--- src/design/b64d_pkg.sv ---
// Package for the base64 stream decoder: the queue entry type, the
// character constants and the alphabet lookup. No dependencies.
`default_nettype none

package b64d_pkg;

	localparam logic [7:0] PAD_CHAR  = 8'h3D;
	localparam logic [7:0] PLUS_CHAR = 8'h2B;
	localparam logic [7:0] SLASH_CHAR = 8'h2F;

	localparam logic [1:0] QUARTET_LAST = 2'd3;
	localparam logic [1:0] THIRD_POS    = 2'd2;

	localparam logic [1:0] COUNT_ONE   = 2'd1;
	localparam logic [1:0] COUNT_TWO   = 2'd2;
	localparam logic [1:0] COUNT_THREE = 2'd3;

	typedef struct packed {
		logic [23:0] word;
		logic [1:0]  count;
		logic        fin;
		logic        err;
	} b64d_job_t;

	function automatic logic [5:0] sextet_of(input logic [7:0] c);
		logic [5:0] v;
		v = 6'd0;
		case (c) inside
			[8'h41:8'h5A]: v = 6'(c - 8'h41);
			[8'h61:8'h7A]: v = 6'(c - 8'h47);
			[8'h30:8'h39]: v = 6'(c + 8'h04);
			PLUS_CHAR:     v = 6'd62;
			SLASH_CHAR:    v = 6'd63;
			default:       v = 6'd0;
		endcase
		return v;
	endfunction

endpackage

`default_nettype wire

--- src/design/b64d_if.sv ---
// Channel interfaces for the base64 stream decoder: character input and
// byte output, each with valid/ready. No dependencies.
`default_nettype none

interface b64d_in_if;
	logic       valid;
	logic       ready;
	logic [7:0] char_code;
	logic       is_final;

	modport source (output valid, output char_code, output is_final, input ready);
	modport sink (input valid, input char_code, input is_final, output ready);
endinterface

interface b64d_out_if;
	logic       valid;
	logic       ready;
	logic [7:0] data_byte;
	logic       end_of_data;
	logic       length_error;

	modport source (output valid, output data_byte, output end_of_data,
		output length_error, input ready);
	modport sink (input valid, input data_byte, input end_of_data,
		input length_error, output ready);
endinterface

`default_nettype wire

--- src/design/base64_stream_decoder_core.sv ---
// Top level of the base64 stream decoder: front end, job queue, back end.
// Depends on b64d_pkg, b64d_if, b64d_front, b64d_queue, b64d_back.
//
//   channel  dir  payload                                     handshake
//   in_ch    in   char_code[7:0], is_final                    valid/ready
//   out_ch   out  data_byte[7:0], end_of_data, length_error   valid/ready
//
// One character is taken per cycle while the queue has space; a finished
// quartet or a length error becomes one job. The back end sends one byte per
// cycle while out_ch.ready is high; a job's first byte passes the queue write,
// then the output load. Reset clears the quartet state, queue and busy flag.
// A stalled output fills the QUEUE_DEPTH-entry queue, then drops in_ch.ready.
`default_nettype none

module base64_stream_decoder_core #(
	parameter int QUEUE_DEPTH = 4
) (
	input  wire logic  clk,
	input  wire logic  arst_n,
	b64d_in_if.sink    in_ch,
	b64d_out_if.source out_ch
);

	b64d_pkg::b64d_job_t push_job;
	b64d_pkg::b64d_job_t head_job;
	logic                push;
	logic                space;
	logic                head_valid;
	logic                pop;

	b64d_front u_front (
		.clk    (clk),
		.arst_n (arst_n),
		.in_ch  (in_ch),
		.job    (push_job),
		.push   (push),
		.space  (space)
	);

	b64d_queue #(
		.DEPTH (QUEUE_DEPTH)
	) u_queue (
		.clk      (clk),
		.arst_n   (arst_n),
		.wr_data  (push_job),
		.wr_en    (push),
		.space    (space),
		.rd_data  (head_job),
		.rd_valid (head_valid),
		.rd_en    (pop)
	);

	b64d_back u_back (
		.clk       (clk),
		.arst_n    (arst_n),
		.job       (head_job),
		.job_valid (head_valid),
		.pop       (pop),
		.out_ch    (out_ch)
	);

endmodule

`default_nettype wire

--- src/design/b64d_front.sv ---
// Front end: accepts characters, collects quartets and pushes one job per
// quartet or length error into the queue. Depends on b64d_pkg, b64d_if.
`default_nettype none

module b64d_front (
	input  wire logic               clk,
	input  wire logic               arst_n,
	b64d_in_if.sink                 in_ch,
	output b64d_pkg::b64d_job_t     job,
	output logic                    push,
	input  wire logic               space
);

	logic [17:0] acc_q;
	logic [1:0]  pos_q;
	logic        third_pad_q;

	logic [5:0]  v;
	logic        is_pad;
	logic        accept;
	logic        pad_both;
	logic        pad_one;

	assign in_ch.ready = space;
	assign accept      = in_ch.valid && space;
	assign v           = b64d_pkg::sextet_of(in_ch.char_code);
	assign is_pad      = (in_ch.char_code == b64d_pkg::PAD_CHAR);
	assign push        = accept && ((pos_q == b64d_pkg::QUARTET_LAST) || in_ch.is_final);
	assign pad_both    = third_pad_q && is_pad;
	assign pad_one     = third_pad_q ^ is_pad;

	always_comb begin
		job.fin = in_ch.is_final;
		if (pos_q != b64d_pkg::QUARTET_LAST) begin
			job.word  = 24'd0;
			job.count = b64d_pkg::COUNT_ONE;
			job.err   = 1'b1;
		end else begin
			job.word = {acc_q, v};
			job.err  = 1'b0;
			if (!in_ch.is_final) begin
				job.count = b64d_pkg::COUNT_THREE;
			end else if (pad_both) begin
				job.count = b64d_pkg::COUNT_ONE;
			end else if (pad_one) begin
				job.count = b64d_pkg::COUNT_TWO;
			end else begin
				job.count = b64d_pkg::COUNT_THREE;
			end
		end
	end

	always_ff @(posedge clk or negedge arst_n) begin
		if (!arst_n) begin
			acc_q       <= '0;
			pos_q       <= '0;
			third_pad_q <= 1'b0;
		end else if (accept) begin
			if (push) begin
				acc_q       <= '0;
				pos_q       <= '0;
				third_pad_q <= 1'b0;
			end else begin
				acc_q <= {acc_q[11:0], v};
				pos_q <= pos_q + 2'd1;
				if (pos_q == b64d_pkg::THIRD_POS) begin
					third_pad_q <= is_pad;
				end
			end
		end
	end

endmodule

`default_nettype wire

--- src/design/b64d_queue.sv ---
// Short job queue between front and back end.
// Depends on b64d_pkg.
`default_nettype none

module b64d_queue #(
	parameter int DEPTH = 4
) (
	input  wire logic                 clk,
	input  wire logic                 arst_n,
	input  wire b64d_pkg::b64d_job_t  wr_data,
	input  wire logic                 wr_en,
	output logic                      space,
	output b64d_pkg::b64d_job_t       rd_data,
	output logic                      rd_valid,
	input  wire logic                 rd_en
);

	localparam int PW = (DEPTH > 1) ? $clog2(DEPTH) : 1;
	localparam int CW = $clog2(DEPTH + 1);
	localparam logic [PW-1:0] LAST_PTR = PW'(DEPTH - 1);
	localparam logic [CW-1:0] FULL_CNT = CW'(DEPTH);

	b64d_pkg::b64d_job_t mem_q [DEPTH];
	logic [PW-1:0] wr_ptr_q;
	logic [PW-1:0] rd_ptr_q;
	logic [CW-1:0] cnt_q;
	logic          do_wr;
	logic          do_rd;

	assign space    = (cnt_q != FULL_CNT);
	assign rd_valid = (cnt_q != '0);
	assign rd_data  = mem_q[rd_ptr_q];
	assign do_wr    = wr_en && space;
	assign do_rd    = rd_en && rd_valid;

	always_ff @(posedge clk) begin
		if (do_wr) begin
			mem_q[wr_ptr_q] <= wr_data;
		end
	end

	always_ff @(posedge clk or negedge arst_n) begin
		if (!arst_n) begin
			wr_ptr_q <= '0;
			rd_ptr_q <= '0;
			cnt_q    <= '0;
		end else begin
			if (do_wr) begin
				wr_ptr_q <= (wr_ptr_q == LAST_PTR) ? '0 : wr_ptr_q + PW'(1);
			end
			if (do_rd) begin
				rd_ptr_q <= (rd_ptr_q == LAST_PTR) ? '0 : rd_ptr_q + PW'(1);
			end
			if (do_wr && !do_rd) begin
				cnt_q <= cnt_q + CW'(1);
			end else if (do_rd && !do_wr) begin
				cnt_q <= cnt_q - CW'(1);
			end
		end
	end

endmodule

`default_nettype wire

--- src/design/b64d_back.sv ---
// Back end: takes jobs from the queue and emits their bytes one per
// transaction from a held output register. Depends on b64d_pkg, b64d_if.
`default_nettype none

module b64d_back (
	input  wire logic                 clk,
	input  wire logic                 arst_n,
	input  wire b64d_pkg::b64d_job_t  job,
	input  wire logic                 job_valid,
	output logic                      pop,
	b64d_out_if.source                out_ch
);

	b64d_pkg::b64d_job_t cur_q;
	logic [1:0]          idx_q;
	logic                busy_q;
	logic                last;
	logic                take;

	assign last = (idx_q == (cur_q.count - 2'd1));
	assign take = busy_q && out_ch.ready;
	assign pop  = !busy_q || (take && last);

	assign out_ch.valid        = busy_q;
	assign out_ch.end_of_data  = cur_q.fin && last;
	assign out_ch.length_error = cur_q.err;

	always_comb begin
		case (idx_q)
			2'd0:    out_ch.data_byte = cur_q.word[23:16];
			2'd1:    out_ch.data_byte = cur_q.word[15:8];
			default: out_ch.data_byte = cur_q.word[7:0];
		endcase
	end

	always_ff @(posedge clk) begin
		if (pop && job_valid) begin
			cur_q <= job;
		end
	end

	always_ff @(posedge clk or negedge arst_n) begin
		if (!arst_n) begin
			busy_q <= 1'b0;
			idx_q  <= '0;
		end else if (pop) begin
			busy_q <= job_valid;
			idx_q  <= '0;
		end else if (take) begin
			idx_q <= idx_q + 2'd1;
		end
	end

endmodule

`default_nettype wire

--- src/flat_wrapper.sv ---
// flat-port wrapper written by rule: the top's interface ports become plain ports
module base64_stream_decoder_core_flat 
#(
	parameter int QUEUE_DEPTH = 4
)
  (clk, arst_n, in_ch_valid, in_ch_char_code, in_ch_is_final, in_ch_ready, out_ch_valid, out_ch_data_byte, out_ch_end_of_data, out_ch_length_error, out_ch_ready);
  b64d_in_if in_ch_i ();
  b64d_out_if out_ch_i ();
  input  wire logic clk;
  input  wire logic arst_n;
  input wire logic [$bits(in_ch_i.valid)-1:0] in_ch_valid;
  input wire logic [$bits(in_ch_i.char_code)-1:0] in_ch_char_code;
  input wire logic [$bits(in_ch_i.is_final)-1:0] in_ch_is_final;
  output wire logic [$bits(in_ch_i.ready)-1:0] in_ch_ready;
  output wire logic [$bits(out_ch_i.valid)-1:0] out_ch_valid;
  output wire logic [$bits(out_ch_i.data_byte)-1:0] out_ch_data_byte;
  output wire logic [$bits(out_ch_i.end_of_data)-1:0] out_ch_end_of_data;
  output wire logic [$bits(out_ch_i.length_error)-1:0] out_ch_length_error;
  input wire logic [$bits(out_ch_i.ready)-1:0] out_ch_ready;
  assign in_ch_i.valid = in_ch_valid;
  assign in_ch_i.char_code = in_ch_char_code;
  assign in_ch_i.is_final = in_ch_is_final;
  assign in_ch_ready = in_ch_i.ready;
  assign out_ch_valid = out_ch_i.valid;
  assign out_ch_data_byte = out_ch_i.data_byte;
  assign out_ch_end_of_data = out_ch_i.end_of_data;
  assign out_ch_length_error = out_ch_i.length_error;
  assign out_ch_i.ready = out_ch_ready;
  base64_stream_decoder_core #(.QUEUE_DEPTH(QUEUE_DEPTH)) u_core (.clk(clk), .arst_n(arst_n), .in_ch(in_ch_i), .out_ch(out_ch_i));
endmodule
--- config.mk ---
export PLATFORM = sky130hd
export DESIGN_NAME = base64_stream_decoder_core_flat
export DESIGN_NICKNAME = d
export VERILOG_FILES = /design/src/design/b64d_pkg.sv /design/src/design/b64d_if.sv /design/src/design/base64_stream_decoder_core.sv /design/src/design/b64d_front.sv /design/src/design/b64d_queue.sv /design/src/design/b64d_back.sv /design/src/flat_wrapper.sv
export SDC_FILE = /design/constraint.sdc
export NUM_CORES = 1
export LEC_CHECK = 0
export BUFFER_PORTS_ARGS = -buffer_cell sky130_fd_sc_hd__buf_2
export CAP_MARGIN = 20
export CORE_MARGIN = 1.5
export CORE_UTILIZATION = 35
export CTS_CLUSTER_DIAMETER = 30
export DETAILED_ROUTE_END_ITERATION = 10
export GPL_ROUTABILITY_DRIVEN = 0
export GPL_TIMING_DRIVEN = 0
export PLACE_DENSITY = 0.51
export RECOVER_POWER = 50
export SYNTH_ARGS = -nofsm -noshare
export SYNTH_HDL_FRONTEND = slang
export SYNTH_HIERARCHICAL = 1
export SYNTH_SLANG_ARGS = --single-unit
--- constraint.sdc ---
create_clock -name clk -period 4.1 [get_ports clk]
set_clock_uncertainty 0.05 [all_clocks]
set_input_delay 0.41 -clock clk [delete_from_list [all_inputs] [get_ports clk]]
set_output_delay 0.41 -clock clk [all_outputs]
set_load 0.005 [all_outputs]
==> After elaboration in Yosys (flattened, before gate mapping) <==
Memory sizes are Yosys's and may differ from the RTL's. A register that Yosys moved wholly into a read port is not among the register bits.
Index checks and enable logic that the tools add are counted.
{ "word_totals": {"ramBits": 112, "register_bits": 31, "mem_count": 1, "out_inout_bits": 12} }
{ "mem_list": {"columns": ["name", "depth", "width", "read_ports", "rd_ports_with_merged_regs", "write_ports", "line", "source"], "rows": [
  ["u_core.u_queue.mem_q", 4, 28, 1, 1, 1, "b64d_queue.sv:23", "b64d_pkg::b64d_job_t mem_q [DEPTH];"]
]} }
{ "classes": {"reduce_logical": 24, "n_eq_ne": 11, "n_mux": 23, "n_bitwise": 1, "n_addsub": 10, "order_cmp": 6} }
{ "ops": {"columns": ["cell", "n"], "rows": [
  ["two-way mux 6 bit", 5],
  ["two-way mux 26 bit", 1],
  ["== test 8 x 6 -> 1 bit, second input constant", 3],
  ["two-way mux 18 bit", 1],
  [">= comparator 8 x 7 -> 1 bit, second input constant", 2],
  ["<= comparator 8 x 7 -> 1 bit, second input constant", 2],
  ["case mux 8 bit (2 select lines)", 1],
  ["two-way mux 2 bit", 7],
  ["logical AND 1 bit", 13],
  ["adder 2 x 1 -> 2 bit, second input constant", 4],
  ["== test 2 bit, second input constant", 4],
  [">= comparator 8 x 6 -> 1 bit, second input constant", 1],
  ["<= comparator 8 x 6 -> 1 bit, second input constant", 1],
  ["adder 6 x 3 -> 6 bit, second input constant", 1],
  ["two-way mux 1 bit", 6],
  ["two-way mux 3 bit", 2],
  ["nonzero test 2 bit", 3],
  ["subtractor 6 x 1 -> 6 bit, second input constant", 1],
  ["subtractor 6 x 3 -> 6 bit, second input constant", 1],
  ["adder 3 x 1 -> 3 bit, second input constant", 1],
  ["logical NOT 1 bit", 3],
  ["!= test 3 bit, second input constant", 1],
  ["nonzero test 3 bit", 1],
  ["subtractor 3 x 1 -> 3 bit, second input constant", 1],
  ["8 further kinds", 9]
]} }

==> Depth between registers and ports, before layout <==
Gate-level depths: netlist of run 1.
{ "logic_depth": {"depth_word": 8, "ltp_mapped": 11, "mapped_depth_nobuf": 10} }

==> Cells and area by module <==
Netlist of run 1, hierarchy kept.
{ "modules_own_cells": {"columns": ["mod", "area_each_um2", "cells_each", "instances"], "rows": [
  ["b64d_queue", 4466.8, 182, 1],
  ["b64d_front", 1521.5, 167, 1],
  ["b64d_back", 1196.1, 80, 1]
]} }

==> Worst setup path before layout of run 1 <==
OpenSTA, ideal clock, no wires.
{ "synth_path": {"path_kind": "reg2reg", "start": "reg u_core.u_back.idx_q[1]", "end": "reg u_core/u_back/cur_q[10] (netlist name)", "arrival_ns": 2.412, "path_buffers": 0, "path_slack_ns": 1.214, "stages_incl_launch_ff": 4, "setup_ns": 0.424, "cell_sequence": "dfrtp_1 -> xnor2_1 -> mux2_4 -> o22ai_1"} }
{ "synth_between": {"elab_chain_len": 4} }
{ "synth_rtl": {"columns": ["item", "line", "source"], "rows": [
  ["from (decl)", "b64d_back.sv:15", "logic [1:0] idx_q;"],
  ["from (signal assigned)", "b64d_back.sv:50", "idx_q <= idx_q + 2'd1;"],
  ["== test 2 bit", "b64d_back.sv:20", "assign last = (idx_q == (cur_q.count - 2'd1));"],
  ["logical AND 1 bit", "b64d_back.sv:22", "assign pop = !busy_q || (take && last);"],
  ["logical OR 1 bit", "b64d_back.sv:22", null],
  ["logical AND 1 bit", "b64d_back.sv:37", "if (pop && job_valid) begin"]
]} }
No other way between the ends.
A chain may end at the register's enable or synchronous reset.

==> Worst setup path after layout of run 1 <==
{ "layout_path": {"start": "reg u_core.u_back.idx_q[1]", "end": "reg u_core/u_back/cur_q[25] (netlist name)"} }
{ "layout_between": {"elab_chain_len": 4} }
{ "layout_rtl": {"columns": ["item", "line"], "rows": [
  ["== test 2 bit", "b64d_back.sv:20"],
  ["logical AND 1 bit", "b64d_back.sv:22"],
  ["logical OR 1 bit", "b64d_back.sv:22"],
  ["logical AND 1 bit", "b64d_back.sv:37"]
]} }
No other way between the ends.

==> results of run 1 <==
==> cell usage after synthesis, types with 8 or more instances <==
library cell	count	area, um2
edfxtp_1	140	4200
a22oi_1	8	60.1
mux4_2	28	631
a22o_1	14	123
ha_1	20	250
and2_1	20	125
nor2_1	14	52.6
nand2_1	35	131
inv_1	15	56.3
clkbuf_1	9	33.8
dfrtp_1	31	776
==> kinds of logic after synthesis <==
| group | after synthesis | share of synthesized area |
|---|---|---|
| DFF | 171 | 0.693 |
| and+or+nand+nor | 107 | 0.0801 |
| AOI/OAI and AO/OA | 52 | 0.0559 |
| muxes | 36 | 0.102 |
| buffers and inverters | 34 | 0.0219 |
| adders and majority gates | 21 | 0.0376 |
| xor gates and xnor gates | 8 | 0.00975 |
==> worst max path at each step <==
stage,startpoint,to,slack [ps],cells past startpoint
after CTS,u_core/u_queue/cnt_q[0]$_DFFE_PN0P_,u_core/u_queue/cnt_q[1]$_DFFE_PN0P_,1030,9
after global routing,u_core/u_queue/cnt_q[1]$_DFFE_PN0P_,u_core/u_queue/cnt_q[1]$_DFFE_PN0P_,760,9
after global placement,u_core/u_back/idx_q[1]$_DFFE_PN0P_,u_core/u_back/cur_q[25]$_DFFE_PP_,120,3
final,u_core/u_back/idx_q[1]$_DFFE_PN0P_,u_core/u_back/cur_q[25]$_DFFE_PP_,950,4
after floorplan,u_core/u_back/idx_q[1]$_DFFE_PN0P_,u_core/u_back/cur_q[10]$_DFFE_PP_,1210,3
after detailed placement,u_core/u_queue/cnt_q[1]$_DFFE_PN0P_,u_core/u_queue/cnt_q[1]$_DFFE_PN0P_,1040,9
==> cell type report <==
class / count / area, um2
clock inverters: 14 / 123
plain buffers: 19 / 93.8
inverters: 15 / 56.3
repair buffers: 24 / 138
multi-input cells: 224 / 2030
fillers: 1876 / 12000
well taps: 270 / 338
flip-flops and latches: 171 / 4980
clock buffers: 18 / 429
==> worst reg2reg max path, delay by kind of cell (launching register included) <==
kind,cells,cell delay [ps]
multiplexers,1,400
XOR/XNOR,1,280
AO/OA/AOI/OAI,1,1460
flip-flops,1,420
buffers and inverters,1,240
==> state kept, by name, summed over array words and instances (netlist names) <==
signal / count
u_core/u_back/out_ch.valid: 1
u_core/u_front/acc_q: 18
u_core/u_back/out_ch.length_error: 1
u_core/u_back/cur_q: 27
u_core/u_back/idx_q: 2
u_core/u_queue/cnt_q: 3
u_core/u_queue/rd_ptr_q: 2
u_core/u_queue/wr_ptr_q: 2
u_core/u_front/pos_q: 2
u_core/u_queue/mem_q: 112
u_core/u_front/third_pad_q: 1
==> report_power, final <==
group	switching, W	internal, W
logic	0.000752	0.000587
registers	0.000137	0.00226
clock network	0.000644	0.000834
==> metal layers <==
metal	global-route usage	up-vias	wire length [um]
met5	0	-	0
met4	0.0505	0	153
met3	0.0259	9	430
met2	0.232	74	6970
met1	0.189	1963	6770
li1	-	1745	-
==> per-stage QoR <==
| stage | hold WS (ps) | power, W |
|---|---|---|
| floorplan | 64.4 | 0.00330 |
| global placement | 425 | 0.00375 |
| finish | 178 | 0.00521 |
| CTS | 18.3 | 0.00531 |
| global route | 178 | 0.00548 |
| detailed placement | 442 | 0.00383 |
==> impl_metrics.csv, run 1 <==
group,metric,value,unit
critical_path,r2r_setup_slack,950,ps
sta,fin_crit_sh,0.768,
final_layout,final_core_utilization,0.406,
power,total_leakage_power,2.95,nW
logic_synthesis,synth_edf_count,140,
worst_hold_path,whs_endpoint,"u_core/u_back/out_ch.valid$_DFFE_PN0P_",
sta,slew_viol_final,48,
route,ant_nets,0,
worst_hold_path,min-delay-start,"out_ch_ready",
critical_path,reg2reg_depth,4,
critical_path,r2r_start,"u_core/u_back/idx_q[1]$_DFFE_PN0P_",
logic_synthesis,synth_warnings,6,
logic_synthesis,synth_flop_cell,"edfxtp_1",
final_layout,final_cell_mix,"edfxtp_1, nand2_1, dfrtp_1",
clock_network,cts_resized,0,
grt,grt_usage,0.142,
clock_network,tritoncts,"done",
sta,timing.final.ws_setup,952,ps
final_layout,diodes,0,
placement,place_hpwl,9430,um
final_layout,layout_commonest_cell,"edfxtp_1",
worst_hold_path,min_delay_path_depth,2,
sta,fin_crit,3150,ps
final_layout,drive_above_1_share,0.206,
status,status,"complete, but fails checks",
sta,setup_viol,0,
final_layout,fin_nets,506,
grt,overflow,0,
logic_synthesis,ys_ff_latch,171,
critical_path,critPathBufInv,1,
grt,first_global_vias,3942,
placement,io_buffers,23,
critical_path,timing.rr.end,"u_core/u_back/cur_q[25]$_DFFE_PP_",
die,die_w,146,um
power,p_per_area,636,mW/mm2
die,rows,52,
power,vdd_drop_max,0.223,mV
sta,finalHoldViolCount,0,
critical_path,critPathMaxFanout,16,
route,dr.pass1.iters,6,
critical_path,crit_required,4180,ps
placement,dp_slack,1040,ps
clock_network,path_clk_slew,60,ps
grt,grt_pass1_wl,22400,um
sta,slew_headroom,-0.291,
critical_path,cp-start-kind,"flip-flop",
die,die-area,0.0214,mm2
route,dr_total_vias,3791,
route,totalWireLength,14300,um
grt,grt_max_degree,32,
final_layout,syn2layout_area_growth,14.0,%
clock_network,clock-sinks,171,
logic_synthesis,netlist_instances,429,
logic_synthesis,postSynthAreaPerCell,16.7,um2
final_layout,finalInstanceArea,0.00819,mm2
logic_synthesis,async_flop_share,0.181,
clock_network,ctsHoldBuffers,0,
critical_path,cp.arrival,3230,ps
clock_network,cts.root.buffer_cell,"clkbuf_16",
sta,fmax,318,MHz
worst_hold_path,hold_path.class,"input pin to flip-flop",
route,drc_errors,0,
logic_synthesis,syn-num-nets,463,
sta,rsz0062_at_grt,"false",
route,drtIter0Drc,298,
final_layout,finalNonFillerCells,755,
clock_network,numCtsBuffers,17,
critical_path,crit_type,"flip-flop to flip-flop",
route,wire_per_inst,19.0,um
critical_path,cp_top_family,"compound AO/OA/AOI/OAI gates",
clock_network,post_cts_buffers,0,
die,initial_core_util,0.356,
sta,tightest_slew,1940,ps
flow_run,cap_violations,2,
die,die_h,146,um
logic_synthesis,seq_area_frac_synth,0.693,
critical_path,critPathSlowestCell,"o22ai_1",
clock_network,htree_levels,4,
route,via_per_inst,5.02,
clock_network,max-clock-path-buffers,2,
grt,antenna_found_initial,0,
placement,place_inst,723,
clock_network,clk_latency,420,ps
sta,fin_setup_tns,0,ps
critical_path,critPathMaxStageDelay,1460,ps
placement,placed_cell_area,0.00768,mm2
logic_synthesis,netlist_area,0.00718,mm2
status,violations,"max-capacitance violations, max-slew violations",
logic_synthesis,ys_types,49,
critical_path,crit_chain,"xnor2_1 -> mux2_1 -> o22ai_1 -> buf_16",
die,core_area,0.0202,mm2
die,ios,25,
critical_path,cp-end-kind,"flip-flop",
No activity file was read; power rests on OpenSTA's default activity.
==> run 2: changes to the inputs <==
==> constraint.sdc (replaced) <==
create_clock -name clk -period 3.3 [get_ports clk]
set_clock_uncertainty 0.05 [all_clocks]
set_input_delay 0.33 -clock clk [delete_from_list [all_inputs] [get_ports clk]]
set_output_delay 0.33 -clock clk [all_outputs]
set_load 0.005 [all_outputs]
==> impl_metrics.csv, run 2 (synthesized netlist as in run 1, its figures left out) <==
group,metric,value,unit
status,status,"complete, but fails checks",
status,violations,"max-capacitance violations, max-slew violations",
sta,timing.final.ws_setup,241,ps
sta,slew_viol_final,32,
final_layout,fin_nets,507,
power,p_sw_frac,0.294,
grt,grt_pass1_wl,22400,um
grt,antenna_found_initial,0,
worst_hold_path,hold_path.class,"input pin to flip-flop",
power,vdd_drop_max,0.277,mV
final_layout,final_cell_mix,"edfxtp_1, nand2_1, dfrtp_1",
sta,tightest_slew,1780,ps
final_layout,finalInstanceArea,0.00821,mm2
route,wire_per_inst,18.9,um
grt,grt_max_degree,32,
sta,setup_viol,0,
grt,first_global_vias,3942,
critical_path,crit_required,3560,ps
clock_network,numCtsBuffers,17,
grt,grt_usage,0.142,
die,rows,52,
power,total_leakage_power,2.96,nW
route,ant_nets,0,
route,totalWireLength,14300,um
clock_network,clock-sinks,171,
die,die_h,146,um
sta,fin_setup_tns,0,ps
power,pwr-share-comb,0.258,
route,drc_errors,0,
sta,holdWs,101,ps
clock_network,htree_levels,4,
placement,io_buffers,23,
critical_path,cp.arrival,3320,ps
clock_network,post_cts_buffers,0,
flow_run,cap_violations,1,
clock_network,cts.root.buffer_cell,"clkbuf_16",
sta,finalHoldViolCount,0,
sta,fmax,327,MHz
clock_network,clk_latency,420,ps
power,p_per_area,789,mW/mm2
placement,place_hpwl,9430,um
final_layout,multiInputGateArea,0.00204,mm2
final_layout,drive_above_1_share,0.210,
final_layout,nFillCells,1874,
route,dr.pass1.iters,4,
sta,rsz0062_at_grt,"false",
critical_path,cp-start-kind,"flip-flop",
die,core_area,0.0202,mm2
die,die_w,146,um
route,dr_total_vias,3781,
sta,slew_headroom,-0.186,
power,p_int,0.00457,W
clock_network,path_clk_slew,60,ps
power,p_sw,0.00190,W
final_layout,layout_commonest_cell,"edfxtp_1",
power,p_clk_frac,0.284,
sta,fin_crit_sh,0.927,
final_layout,syn2layout_area_growth,14.3,%
critical_path,cp-end-kind,"flip-flop",
final_layout,largestRegisters,"u_core/u_queue/mem_q (112), u_core/u_back/cur_q (27), u_core/u_front/acc_q (18)",
die,ios,25,
die,initial_core_util,0.356,
die,die-area,0.0214,mm2
final_layout,regArea,0.00498,mm2
placement,placed_cell_area,0.00768,mm2
sta,fin_crit,3060,ps
final_layout,largest_reg_flops,112,
final_layout,final_core_utilization,0.407,
final_layout,diodes,0,
route,via_per_inst,5.00,
route,drtIter0Drc,295,
critical_path,crit_type,"flip-flop to flip-flop",
critical_path,critPathMaxFanout,10,
power,seq_power_share,0.459,
final_layout,regMostFlops,"u_core/u_queue/mem_q",
clock_network,max-clock-path-buffers,2,
placement,dp_slack,237,ps
clock_network,tritoncts,"done",
grt,overflow,0,
## run 2: cell count changes in the layout (fill, tap and decap cells not counted)
cell | before | now
dlygate4sd3_1 | 0 | 1
o22ai_1 | 1 | 0
o22ai_2 | 0 | 1
or3b_1 | 1 | 0
or3b_4 | 0 | 1
## run 2: final cells by class
type / count / share of cell area
clock inverters: 14 / 0.0149
clock buffers: 18 / 0.0523
flip-flops and latches: 171 / 0.607
plain buffers: 19 / 0.0114
inverters: 15 / 0.00686
well taps: 270 / 0.0411
repair buffers: 25 / 0.0180
multi-input cells: 224 / 0.249
## run 2: timing repair
| item | in CTS | in global routing |
|---|---|---|
| hold endpoints to repair | 31 | 0 |
| resized for setup | 0 | 0 |
| hold buffers | 1 | 0 |
## run 2: metrics by stage
step | cells | total power (W)
finish | 756 | 0.00648
floorplan | 429 | 0.00411
global placement | 722 | 0.00465
CTS | 756 | 0.00660
global route | 756 | 0.00682
detailed placement | 723 | 0.00475
## run 2: worst paths after layout
check | start | slack, ps | depth (start not counted) | endpoint
worst max register to register | u_core/u_queue/cnt_q[0]$_DFFE_PN0P_ | 240 | 9 | u_core/u_queue/cnt_q[1]$_DFFE_PN0P_
max in group asynchronous | arst_n | 1310 | 2 | u_core/u_queue/wr_ptr_q[1]$_DFFE_PN0P_
worst min-delay path | out_ch_ready | 100 | 2 | u_core/u_back/out_ch.valid$_DFFE_PN0P_
min in group asynchronous | arst_n | 860 | 2 | u_core/u_queue/cnt_q[2]$_DFFE_PN0P_
worst max-delay path | u_core/u_queue/cnt_q[0]$_DFFE_PN0P_ | 240 | 9 | u_core/u_queue/cnt_q[1]$_DFFE_PN0P_
worst min register to register | u_core/u_queue/cnt_q[2]$_DFFE_PN0P_ | 450 | 1 | u_core/u_queue/cnt_q[2]$_DFFE_PN0P_
## run 2: routing by layer
layer  vias to the layer above  part of all wire  global-route usage
li1                       1748                 -                   -
met1                      1957              0.47               0.189
met2                        67              0.49               0.232
met3                         9             0.027              0.0259
met4                         0             0.011              0.0505
met5                         -                 0                   0
## run 2: critical path, cell delays in order (launching register included)
cell	delay, ps
dfrtp_1	440
or3b_4	440
nand2_1	160
clkbuf_1	490
nor2_1	210
and2_4	210
ha_1	210
inv_1	70
fa_1	390
mux2_2	260
## run 2: power groups by stage
stage | combinational, W | clock (W) | sequential, W
after global routing | 0.00185 | 0.00196 | 0.00301
after global placement | 0.00165 | 0 | 0.00301
after floorplan | 0.00116 | 0 | 0.00295
final | 0.00167 | 0.00184 | 0.00297
after CTS | 0.00175 | 0.00188 | 0.00297
after detailed placement | 0.00174 | 0 | 0.00301
